===== src/rtl/wpb_pkg.sv =====
// ----------------------------------------------------------------------------
// Waveform peak bar builder package
// Shared widths, register codes, configuration defaults and payload types.
// ----------------------------------------------------------------------------
package wpb_pkg;

  localparam int SAMPLE_BITS    = 16;
  localparam int SPB_BITS       = 24;
  localparam int VH_BITS        = 12;
  localparam int PX_BITS        = 8;
  localparam int STEP_BITS      = 15;
  localparam int INDEX_BITS     = 24;
  localparam int X_BITS         = 33;
  localparam int Q4_BITS        = 16;
  localparam int CFG_INDEX_BITS = 4;
  localparam int CFG_DATA_BITS  = 24;

  localparam int BUCKET_DIVISOR = 720;

  localparam logic [Q4_BITS-1:0]  MIN_HEIGHT_Q4 = 16'd32;

  localparam logic [SPB_BITS-1:0]  SPB_RESET         = 24'd1;
  localparam logic [VH_BITS-1:0]   VIEW_HEIGHT_RESET = 12'd64;
  localparam logic [PX_BITS-1:0]   BAR_WIDTH_RESET   = 8'd1;
  localparam logic [PX_BITS-1:0]   BAR_SPACING_RESET = 8'd1;
  localparam logic [STEP_BITS-1:0] STEP_RESET        = 15'd1;

  typedef enum logic [CFG_INDEX_BITS-1:0] {
    REG_SAMPLES_PER_BUCKET = 4'd0,
    REG_VIEW_HEIGHT        = 4'd1,
    REG_BAR_WIDTH          = 4'd2,
    REG_BAR_SPACING        = 4'd3
  } cfg_reg_e;

  typedef struct packed {
    logic [SPB_BITS-1:0]  spb;    // samples per bucket, zero read as one
    logic [STEP_BITS-1:0] step;   // max(1, samples per bucket / 720)
    logic [VH_BITS-1:0]   view_height;
    logic [PX_BITS-1:0]   bar_width;
    logic [PX_BITS-1:0]   bar_spacing;
  } cfg_t;

  typedef struct packed {
    logic signed [SAMPLE_BITS-1:0] sample;
    logic                          last_sample;
  } sample_item_t;

  typedef struct packed {
    logic [INDEX_BITS-1:0]  bar_index;
    logic [SAMPLE_BITS-1:0] peak;
  } pend_bar_t;

  typedef struct packed {
    logic [INDEX_BITS-1:0]     bar_index;
    logic [X_BITS-1:0]         bar_x;
    logic signed [Q4_BITS-1:0] bar_y;
    logic [PX_BITS-1:0]        bar_out_width;
    logic [Q4_BITS-1:0]        bar_height;
  } bar_item_t;

endpackage


===== src/rtl/wpb_cfg_regs.sv =====
// ----------------------------------------------------------------------------
// Configuration registers
// Holds the four settings and derives the sampling step when the bucket size
// is written.
// ----------------------------------------------------------------------------
module wpb_cfg_regs
  import wpb_pkg::*;
(
  input  logic                      clk,
  input  logic                      rst,
  input  logic                      cfg_valid,
  output logic                      cfg_ready,
  input  logic [CFG_INDEX_BITS-1:0] cfg_index,
  input  logic [CFG_DATA_BITS-1:0]  cfg_data,
  output cfg_t                      cfg
);

  // spb / 720 is (spb / 16) / 45; the 20-bit quotient of the shift is divided
  // by 45 through a reciprocal that is exact over the whole 20-bit range.
  localparam int DIV_LOW        = BUCKET_DIVISOR / 45;
  localparam int DIV_SHIFT_BITS = $clog2(DIV_LOW);
  localparam int Q_IN_BITS      = SPB_BITS - DIV_SHIFT_BITS;
  localparam int RECIP_SHIFT    = 26;
  localparam int RECIP_BITS     = 21;
  localparam logic [RECIP_BITS-1:0] DIV_RECIP =
    RECIP_BITS'(((64'd1 << RECIP_SHIFT) / 64'd45) + 64'd1);
  localparam int PROD_BITS      = Q_IN_BITS + RECIP_BITS;

  logic [SPB_BITS-1:0]  spb_new;
  logic [PROD_BITS-1:0] quot_prod;
  logic [STEP_BITS-1:0] quot;
  logic [STEP_BITS-1:0] step_next;

  assign cfg_ready = 1'b1;

  always_comb begin
    spb_new   = cfg_data[SPB_BITS-1:0];
    quot_prod = PROD_BITS'(spb_new[SPB_BITS-1:DIV_SHIFT_BITS]) * PROD_BITS'(DIV_RECIP);
    quot      = quot_prod[RECIP_SHIFT +: STEP_BITS];
    step_next = (quot == '0) ? STEP_BITS'(1) : quot;
  end

  always_ff @(posedge clk) begin
    if (rst) begin
      cfg.spb         <= SPB_RESET;
      cfg.step        <= STEP_RESET;
      cfg.view_height <= VIEW_HEIGHT_RESET;
      cfg.bar_width   <= BAR_WIDTH_RESET;
      cfg.bar_spacing <= BAR_SPACING_RESET;
    end else if (cfg_valid) begin
      unique case (cfg_index)
        REG_SAMPLES_PER_BUCKET: begin
          cfg.spb  <= (spb_new == '0) ? SPB_BITS'(1) : spb_new;
          cfg.step <= step_next;
        end
        REG_VIEW_HEIGHT: cfg.view_height <= cfg_data[VH_BITS-1:0];
        REG_BAR_WIDTH:   cfg.bar_width   <= cfg_data[PX_BITS-1:0];
        REG_BAR_SPACING: cfg.bar_spacing <= cfg_data[PX_BITS-1:0];
        default: ;
      endcase
    end
  end

endmodule


===== src/rtl/wpb_bucket.sv =====
// ----------------------------------------------------------------------------
// Bucket tracker
// Registers each sample, tracks the strided peak of the current bucket and
// hands a finished bucket to the bar stage.
// ----------------------------------------------------------------------------
module wpb_bucket
  import wpb_pkg::*;
(
  input  logic         clk,
  input  logic         rst,
  input  cfg_t         cfg,
  input  logic         smp_valid,
  output logic         smp_ready,
  input  sample_item_t smp,
  output logic         pend_valid,
  input  logic         pend_take,
  output pend_bar_t    pend
);

  logic                   item_valid;
  sample_item_t           item;
  logic [SAMPLE_BITS-1:0] peak_level;
  logic [SPB_BITS-1:0]    position_in_bucket;
  logic [STEP_BITS-1:0]   step_phase;
  logic [INDEX_BITS-1:0]  bar_counter;

  logic                   advance;
  logic                   process;
  logic [SAMPLE_BITS-1:0] mag;
  logic [STEP_BITS-1:0]   phase_cur;
  logic [STEP_BITS-1:0]   phase_inc;
  logic [SAMPLE_BITS-1:0] peak_next;
  logic [SPB_BITS-1:0]    position_next;
  logic [STEP_BITS-1:0]   phase_next;
  logic                   done;

  assign advance   = !pend_valid || pend_take;
  assign smp_ready = !item_valid || advance;
  assign process   = item_valid && advance;

  always_comb begin
    // The most negative sample negates to itself, which read unsigned is full scale.
    mag           = item.sample[SAMPLE_BITS-1] ? SAMPLE_BITS'(-item.sample) : item.sample;
    phase_cur     = (step_phase >= cfg.step) ? '0 : step_phase;
    peak_next     = ((phase_cur == '0) && (mag > peak_level)) ? mag : peak_level;
    position_next = position_in_bucket + SPB_BITS'(1);
    phase_inc     = phase_cur + STEP_BITS'(1);
    phase_next    = (phase_inc >= cfg.step) ? '0 : phase_inc;
    done          = (position_next >= cfg.spb);
  end

  always_ff @(posedge clk) begin
    if (rst) begin
      item_valid <= 1'b0;
    end else if (smp_ready) begin
      item_valid <= smp_valid;
    end
    if (smp_ready && smp_valid) begin
      item <= smp;
    end
  end

  always_ff @(posedge clk) begin
    if (rst) begin
      peak_level         <= '0;
      position_in_bucket <= '0;
      step_phase         <= '0;
      bar_counter        <= '0;
    end else if (process) begin
      if (item.last_sample) begin
        peak_level         <= '0;
        position_in_bucket <= '0;
        step_phase         <= '0;
        bar_counter        <= '0;
      end else if (done) begin
        peak_level         <= '0;
        position_in_bucket <= '0;
        step_phase         <= '0;
        bar_counter        <= bar_counter + INDEX_BITS'(1);
      end else begin
        peak_level         <= peak_next;
        position_in_bucket <= position_next;
        step_phase         <= phase_next;
      end
    end
  end

  always_ff @(posedge clk) begin
    if (rst) begin
      pend_valid <= 1'b0;
    end else if (advance) begin
      pend_valid <= process && done;
    end
    if (process && done) begin
      pend.bar_index <= bar_counter;
      pend.peak      <= peak_next;
    end
  end

endmodule


===== src/rtl/wpb_bar_calc.sv =====
// ----------------------------------------------------------------------------
// Bar geometry stage
// Turns a finished bucket into position and height and holds the result
// transaction until it is taken.
// ----------------------------------------------------------------------------
module wpb_bar_calc
  import wpb_pkg::*;
(
  input  logic      clk,
  input  logic      rst,
  input  cfg_t      cfg,
  input  logic      pend_valid,
  output logic      pend_take,
  input  pend_bar_t pend,
  output logic      bar_valid,
  input  logic      bar_ready,
  output bar_item_t bar
);

  localparam int HPROD_BITS = VH_BITS + SAMPLE_BITS;
  localparam int HQ4_BITS   = HPROD_BITS + 4;
  localparam int D_BITS     = Q4_BITS + 2;

  logic [HPROD_BITS-1:0]     height_prod;
  logic [HQ4_BITS-1:0]       height_q4;
  logic [Q4_BITS-1:0]        height_raw;
  logic [Q4_BITS-1:0]        height;
  logic signed [D_BITS-1:0]  diff;
  logic signed [D_BITS-1:0]  top;
  logic [X_BITS-1:0]         x_pos;

  assign pend_take = !bar_valid || bar_ready;

  always_comb begin
    height_prod = HPROD_BITS'(cfg.view_height) * HPROD_BITS'(pend.peak);
    // Scale by 16 for the fraction bits, then divide by full scale.
    height_q4   = {height_prod, 4'b0000} >> (SAMPLE_BITS - 1);
    height_raw  = height_q4[Q4_BITS-1:0];
    height      = (height_raw < MIN_HEIGHT_Q4) ? MIN_HEIGHT_Q4 : height_raw;
    diff        = $signed({2'b00, cfg.view_height, 4'b0000}) - $signed({2'b00, height});
    top         = diff >>> 1;
    x_pos       = X_BITS'(pend.bar_index) *
                  X_BITS'({1'b0, cfg.bar_width} + {1'b0, cfg.bar_spacing});
  end

  always_ff @(posedge clk) begin
    if (rst) begin
      bar_valid <= 1'b0;
    end else if (pend_take) begin
      bar_valid <= pend_valid;
    end
    if (pend_take && pend_valid) begin
      bar.bar_index     <= pend.bar_index;
      bar.bar_x         <= x_pos;
      bar.bar_y         <= top[Q4_BITS-1:0];
      bar.bar_out_width <= cfg.bar_width;
      bar.bar_height    <= height;
    end
  end

endmodule


===== src/rtl/waveform_peak_bar_builder.sv =====
// Path: the sample that completes a bucket passes the input register, the pending register and the result register.
// Throughput: one sample per cycle; input register, bucket stage and result register all advance
// together, and only a stalled result register holds the input back.
// Reset (rst, synchronous): clears all valids, the peak, position, step phase and bar counter,
// and loads the configuration defaults; the block takes samples in the next cycle.
// ----------------------------------------------------------------------------
// Waveform peak bar builder
// Decimates a sample stream into one peak bar per complete bucket of samples.
// ----------------------------------------------------------------------------
module waveform_peak_bar_builder
  import wpb_pkg::*;
(
  input  logic                      clk,
  input  logic                      rst,
  input  logic                      cfg_valid,
  output logic                      cfg_ready,
  input  logic [CFG_INDEX_BITS-1:0] cfg_index,
  input  logic [CFG_DATA_BITS-1:0]  cfg_data,
  input  logic                      smp_valid,
  output logic                      smp_ready,
  input  sample_item_t              smp,
  output logic                      bar_valid,
  input  logic                      bar_ready,
  output bar_item_t                 bar
);

  cfg_t      cfg;
  logic      pend_valid;
  logic      pend_take;
  pend_bar_t pend;

  wpb_cfg_regs u_cfg_regs (
    .clk       (clk),
    .rst       (rst),
    .cfg_valid (cfg_valid),
    .cfg_ready (cfg_ready),
    .cfg_index (cfg_index),
    .cfg_data  (cfg_data),
    .cfg       (cfg)
  );

  wpb_bucket u_bucket (
    .clk        (clk),
    .rst        (rst),
    .cfg        (cfg),
    .smp_valid  (smp_valid),
    .smp_ready  (smp_ready),
    .smp        (smp),
    .pend_valid (pend_valid),
    .pend_take  (pend_take),
    .pend       (pend)
  );

  wpb_bar_calc u_bar_calc (
    .clk        (clk),
    .rst        (rst),
    .cfg        (cfg),
    .pend_valid (pend_valid),
    .pend_take  (pend_take),
    .pend       (pend),
    .bar_valid  (bar_valid),
    .bar_ready  (bar_ready),
    .bar        (bar)
  );

endmodule

===== config.mk =====
export PLATFORM = sky130hd
export DESIGN_NAME = waveform_peak_bar_builder
export DESIGN_NICKNAME = d
export VERILOG_FILES = /design/src/rtl/wpb_pkg.sv /design/src/rtl/wpb_cfg_regs.sv /design/src/rtl/wpb_bucket.sv /design/src/rtl/wpb_bar_calc.sv /design/src/rtl/waveform_peak_bar_builder.sv
export SDC_FILE = /design/constraint.sdc
export NUM_CORES = 2
export LEC_CHECK = 0
export BUFFER_PORTS_ARGS = -buffer_cell sky130_fd_sc_hd__buf_2
export CAP_MARGIN = 10
export CORE_MARGIN = 3
export CORE_UTILIZATION = 60
export DETAILED_ROUTE_END_ITERATION = 10
export PLACE_DENSITY = 0.78
export SYNTH_ARGS = -nofsm -noshare
export SYNTH_HDL_FRONTEND = slang
export SYNTH_SLANG_ARGS = --single-unit

===== constraint.sdc =====
create_clock -name clk -period 17.95 [get_ports clk]
set_clock_uncertainty 0.15 [all_clocks]
set_input_delay 1.795 -clock clk [delete_from_list [all_inputs] [get_ports clk]]
set_output_delay 1.795 -clock clk [all_outputs]
set_load 0.005 [all_outputs]

==> results_dict.tcl <==
set metrics [dict create \
    drtIter0Drc 1645 \
    clk_latency_ps 570 \
    post_cts_buffers 0 \
    grt_pass1_wl_mm 126.0 \
    cts_tree "yes" \
    synth_cells 3462 \
    ys.warnings.count 0 \
    hold_depth 2 \
    wirelength_mm 76.66 \
    core_um2 54030 \
    met1_length_mm 33.77 \
    grt_usage_pct 27.42 \
    start_util_pct 60.84 \
    drtPass1Iterations 6 \
    wl_met3_mm 4.763 \
    top_layer_used "met5" \
    antenna_found_initial 3 \
    port_buffers 148 \
    numCtsBuffers 36 \
    fin_setup_tns_ps 0 \
    maxCapViolations 0 \
    cp-start-kind "flip-flop" \
    area_growth_pct 7.567 \
    final_cell_mix "inv_1, fa_1, nand2_1, ha_1, nor2_1" \
    synth-edff-count 154 \
    clk_pin_slew_ps 60 \
    grt_pass1_vias 24644 \
    dr_total_vias 24205 \
    clock-sinks 303 \
    die_h_um 240.1 \
    avgSynthCellArea_um2 9.495 \
    tightest_slew_ps 1209 \
    nets 4401 \
    drc_errors 0 \
    drtAntennaViolNets 0 \
    vias_per_cell 5.674 \
    worst-path-buf-inv 4 \
    holdBufCountCts 0 \
    critical_path_required_ps 18190 \
    grt_overflow 0 \
    r2r_start "u_cfg_regs.cfg[22]$_SDFFE_PP1P_" \
    syn-num-nets 4323 \
    maxSlewHeadroom_pct 19.39 \
    die_area_um2 57630 \
    timing.rr.end "u_bar_calc.bar[36]$_DFFE_PP_" \
    final_common_cell "inv_1" \
    p_leak_nw 17.15 \
    hold_viol_final 0 \
    period_share_pct 50.64 \
    outcome "finished clean" \
    critPathSlowestCell "dfxtp_1" \
    fin_area_um2 35360 \
    critPathMaxStageDelay_ps 920 \
    fmax_mhz 110.0 \
    gp_congestion 0.9625 \
    hpwl_mm 60.21 \
    crit_type "reg -> reg" \
    rrSetupSlack_ps 8860 \
    critPathTopFamily "adder cells" \
    ioPinCount 150 \
    cts_root_buffer "clkbuf_16" \
    drive_gt1_share_pct 7.541 \
    clock_path_buffers 3 \
    min_from "u_cfg_regs.cfg[57]$_SDFFE_PP0P_" \
    rsz0062_at_grt "no" \
    routedWlPerCell_um 17.97 \
    rows 85 \
    slew_viol_final 0 \
    hold_end "u_cfg_regs.cfg[57]$_SDFFE_PP0P_" \
    arrival_ps 9330 \
    synthesis.area_um2 32870 \
    powerDensity_nw_per_um2 105.4 \
    preCtsSetupSlack_ps 9017 \
    peakVddDrop_mv 0.1870 \
    wl_met2_mm 35.13 \
    setup_viol 0 \
    hold_class "reg -> reg" \
    fp.dieW_um 240.1 \
    ctsHtreeMaxLevel 2 \
    crit_path_frequent_cell "fa_1" \
    synthArstFlopShare_pct 0 \
    place_area_um2 34210 \
    grt_max_degree 78 \
    fin_ws_ps 8860 \
    yosys_most_used_dff "edfxtp_1" \
    end_kind "flip-flop" \
    yosys.cell_types.count 80 \
    cp_max_fo 18 \
    period_minus_slack_ps 9090 \
    ys_seq_area_share_pct 23.14 \
    synth-seq-cells 303 \
    r2r_cells 29 \
    ctsResizeCount 0 \
]
-- cells in the mapped netlist (22+ instances only) --
library cell,instances,area share [%]
dfxtp_1,149,9.1
xnor2_1,95,2.5
fa_1,414,25
clkbuf_1,124,1.4
nand2_1,410,4.7
xor2_1,31,0.83
o21ai_0,57,0.87
nor3_1,31,0.47
nor2_1,172,2.0
and3_1,22,0.42
nand3_1,60,0.91
nand4_1,22,0.42
inv_1,618,7.1
ha_1,397,15
nand2b_1,26,0.49
mux2i_1,34,1.0
a21o_1,63,1.4
a21oi_1,147,2.2
and2_1,147,2.8
edfxtp_1,154,14
-- cells by family (layout without fill, tap and decap cells) --
kind of cell / Yosys count / count (layout) / synth area share, %
simple gates: 970 / 970 / 13.98
other cells: 1 / 4 / 0.01141
fa+ha+maj: 811 / 811 / 40.32
mux: 34 / 34 / 1.035
compound gates: 463 / 463 / 9.459
buf+inv: 753 / 858 / 8.640
xor+xnor: 127 / 127 / 3.407
flops: 303 / 303 / 23.14
-- tightest hold or removal path, cell delays in order (launching register included) --
cell and delay [ps]:
dfxtp_1 300, nand2_1 50, a21oi_1 50
-- metrics by stage --
step	power [mW]	cells	util, %	hold WS (ps)
global placement	2.954	4198	63.33	287.4
CTS	3.727	4263	65.43	304.4
global route	4.048	4265	65.44	318.1
floorplan	2.458	3462	-	265.6
finish	3.727	4266	65.45	303.1
detailed placement	2.987	4198	63.33	288.5
-- layer usage --
layer	up-vias	track usage (%)
met5	-	0
met4	2	10.05
met3	171	4.221
met2	798	43.97
met1	11814	38.05
li1	11420	-
-- layout make-up --
class / instances / area, um2
multi-input combinational: 2406 / 22480
fill: 4341 / 18670
sequential: 303 / 7607
inverter: 621 / 2331
clock buffer: 48 / 975.9
timing repair buffer: 172 / 923.4
tap: 696 / 870.8
clock inverter: 17 / 161.4
antenna: 3 / 7.507
-- power breakdown --
| group | switching (mW) | internal, mW |
|---|---|---|
| combinational | 1.27 | 0.928 |
| clock | 0.308 | 0.404 |
| sequential | 0.0393 | 0.776 |
| total | 1.62 | 2.11 |
-- state kept, by name, summed over array words and instances, names as in the netlist --
| name | cells |
|---|---|
| u_bar_calc.bar | 97 |
| u_cfg_regs.cfg | 67 |
| u_bucket.pend | 40 |
| u_bucket.bar_counter | 24 |
| u_bucket.position_in_bucket | 24 |
| u_bucket.item | 17 |
| u_bucket.peak_level | 16 |
| u_bucket.step_phase | 15 |
| u_bar_calc.bar_valid | 1 |
| u_bucket.item_valid | 1 |
| u_bucket.pend_valid | 1 |
-- worst max path at each step --
stage / start / endpoint / slack (ps) / depth (start not counted)
finish: u_cfg_regs.cfg[22]$_SDFFE_PP1P_ / u_bar_calc.bar[36]$_DFFE_PP_ / 8860 / 29
global route: u_cfg_regs.cfg[19]$_SDFFE_PP0P_ / u_bar_calc.bar[36]$_DFFE_PP_ / 8320 / 31
detailed placement: u_cfg_regs.cfg[22]$_SDFFE_PP1P_ / u_bar_calc.bar[36]$_DFFE_PP_ / 9020 / 30
CTS: u_cfg_regs.cfg[19]$_SDFFE_PP0P_ / u_bar_calc.bar[36]$_DFFE_PP_ / 9000 / 31
floorplan: u_cfg_regs.cfg[20]$_SDFFE_PP0P_ / u_bar_calc.bar[38]$_DFFE_PP_ / 9910 / 32
global placement: cfg_data[18] / u_cfg_regs.cfg[28]$_SDFFE_PP1P_ / 9120 / 24
No activity file was read; power rests on OpenSTA's default activity.
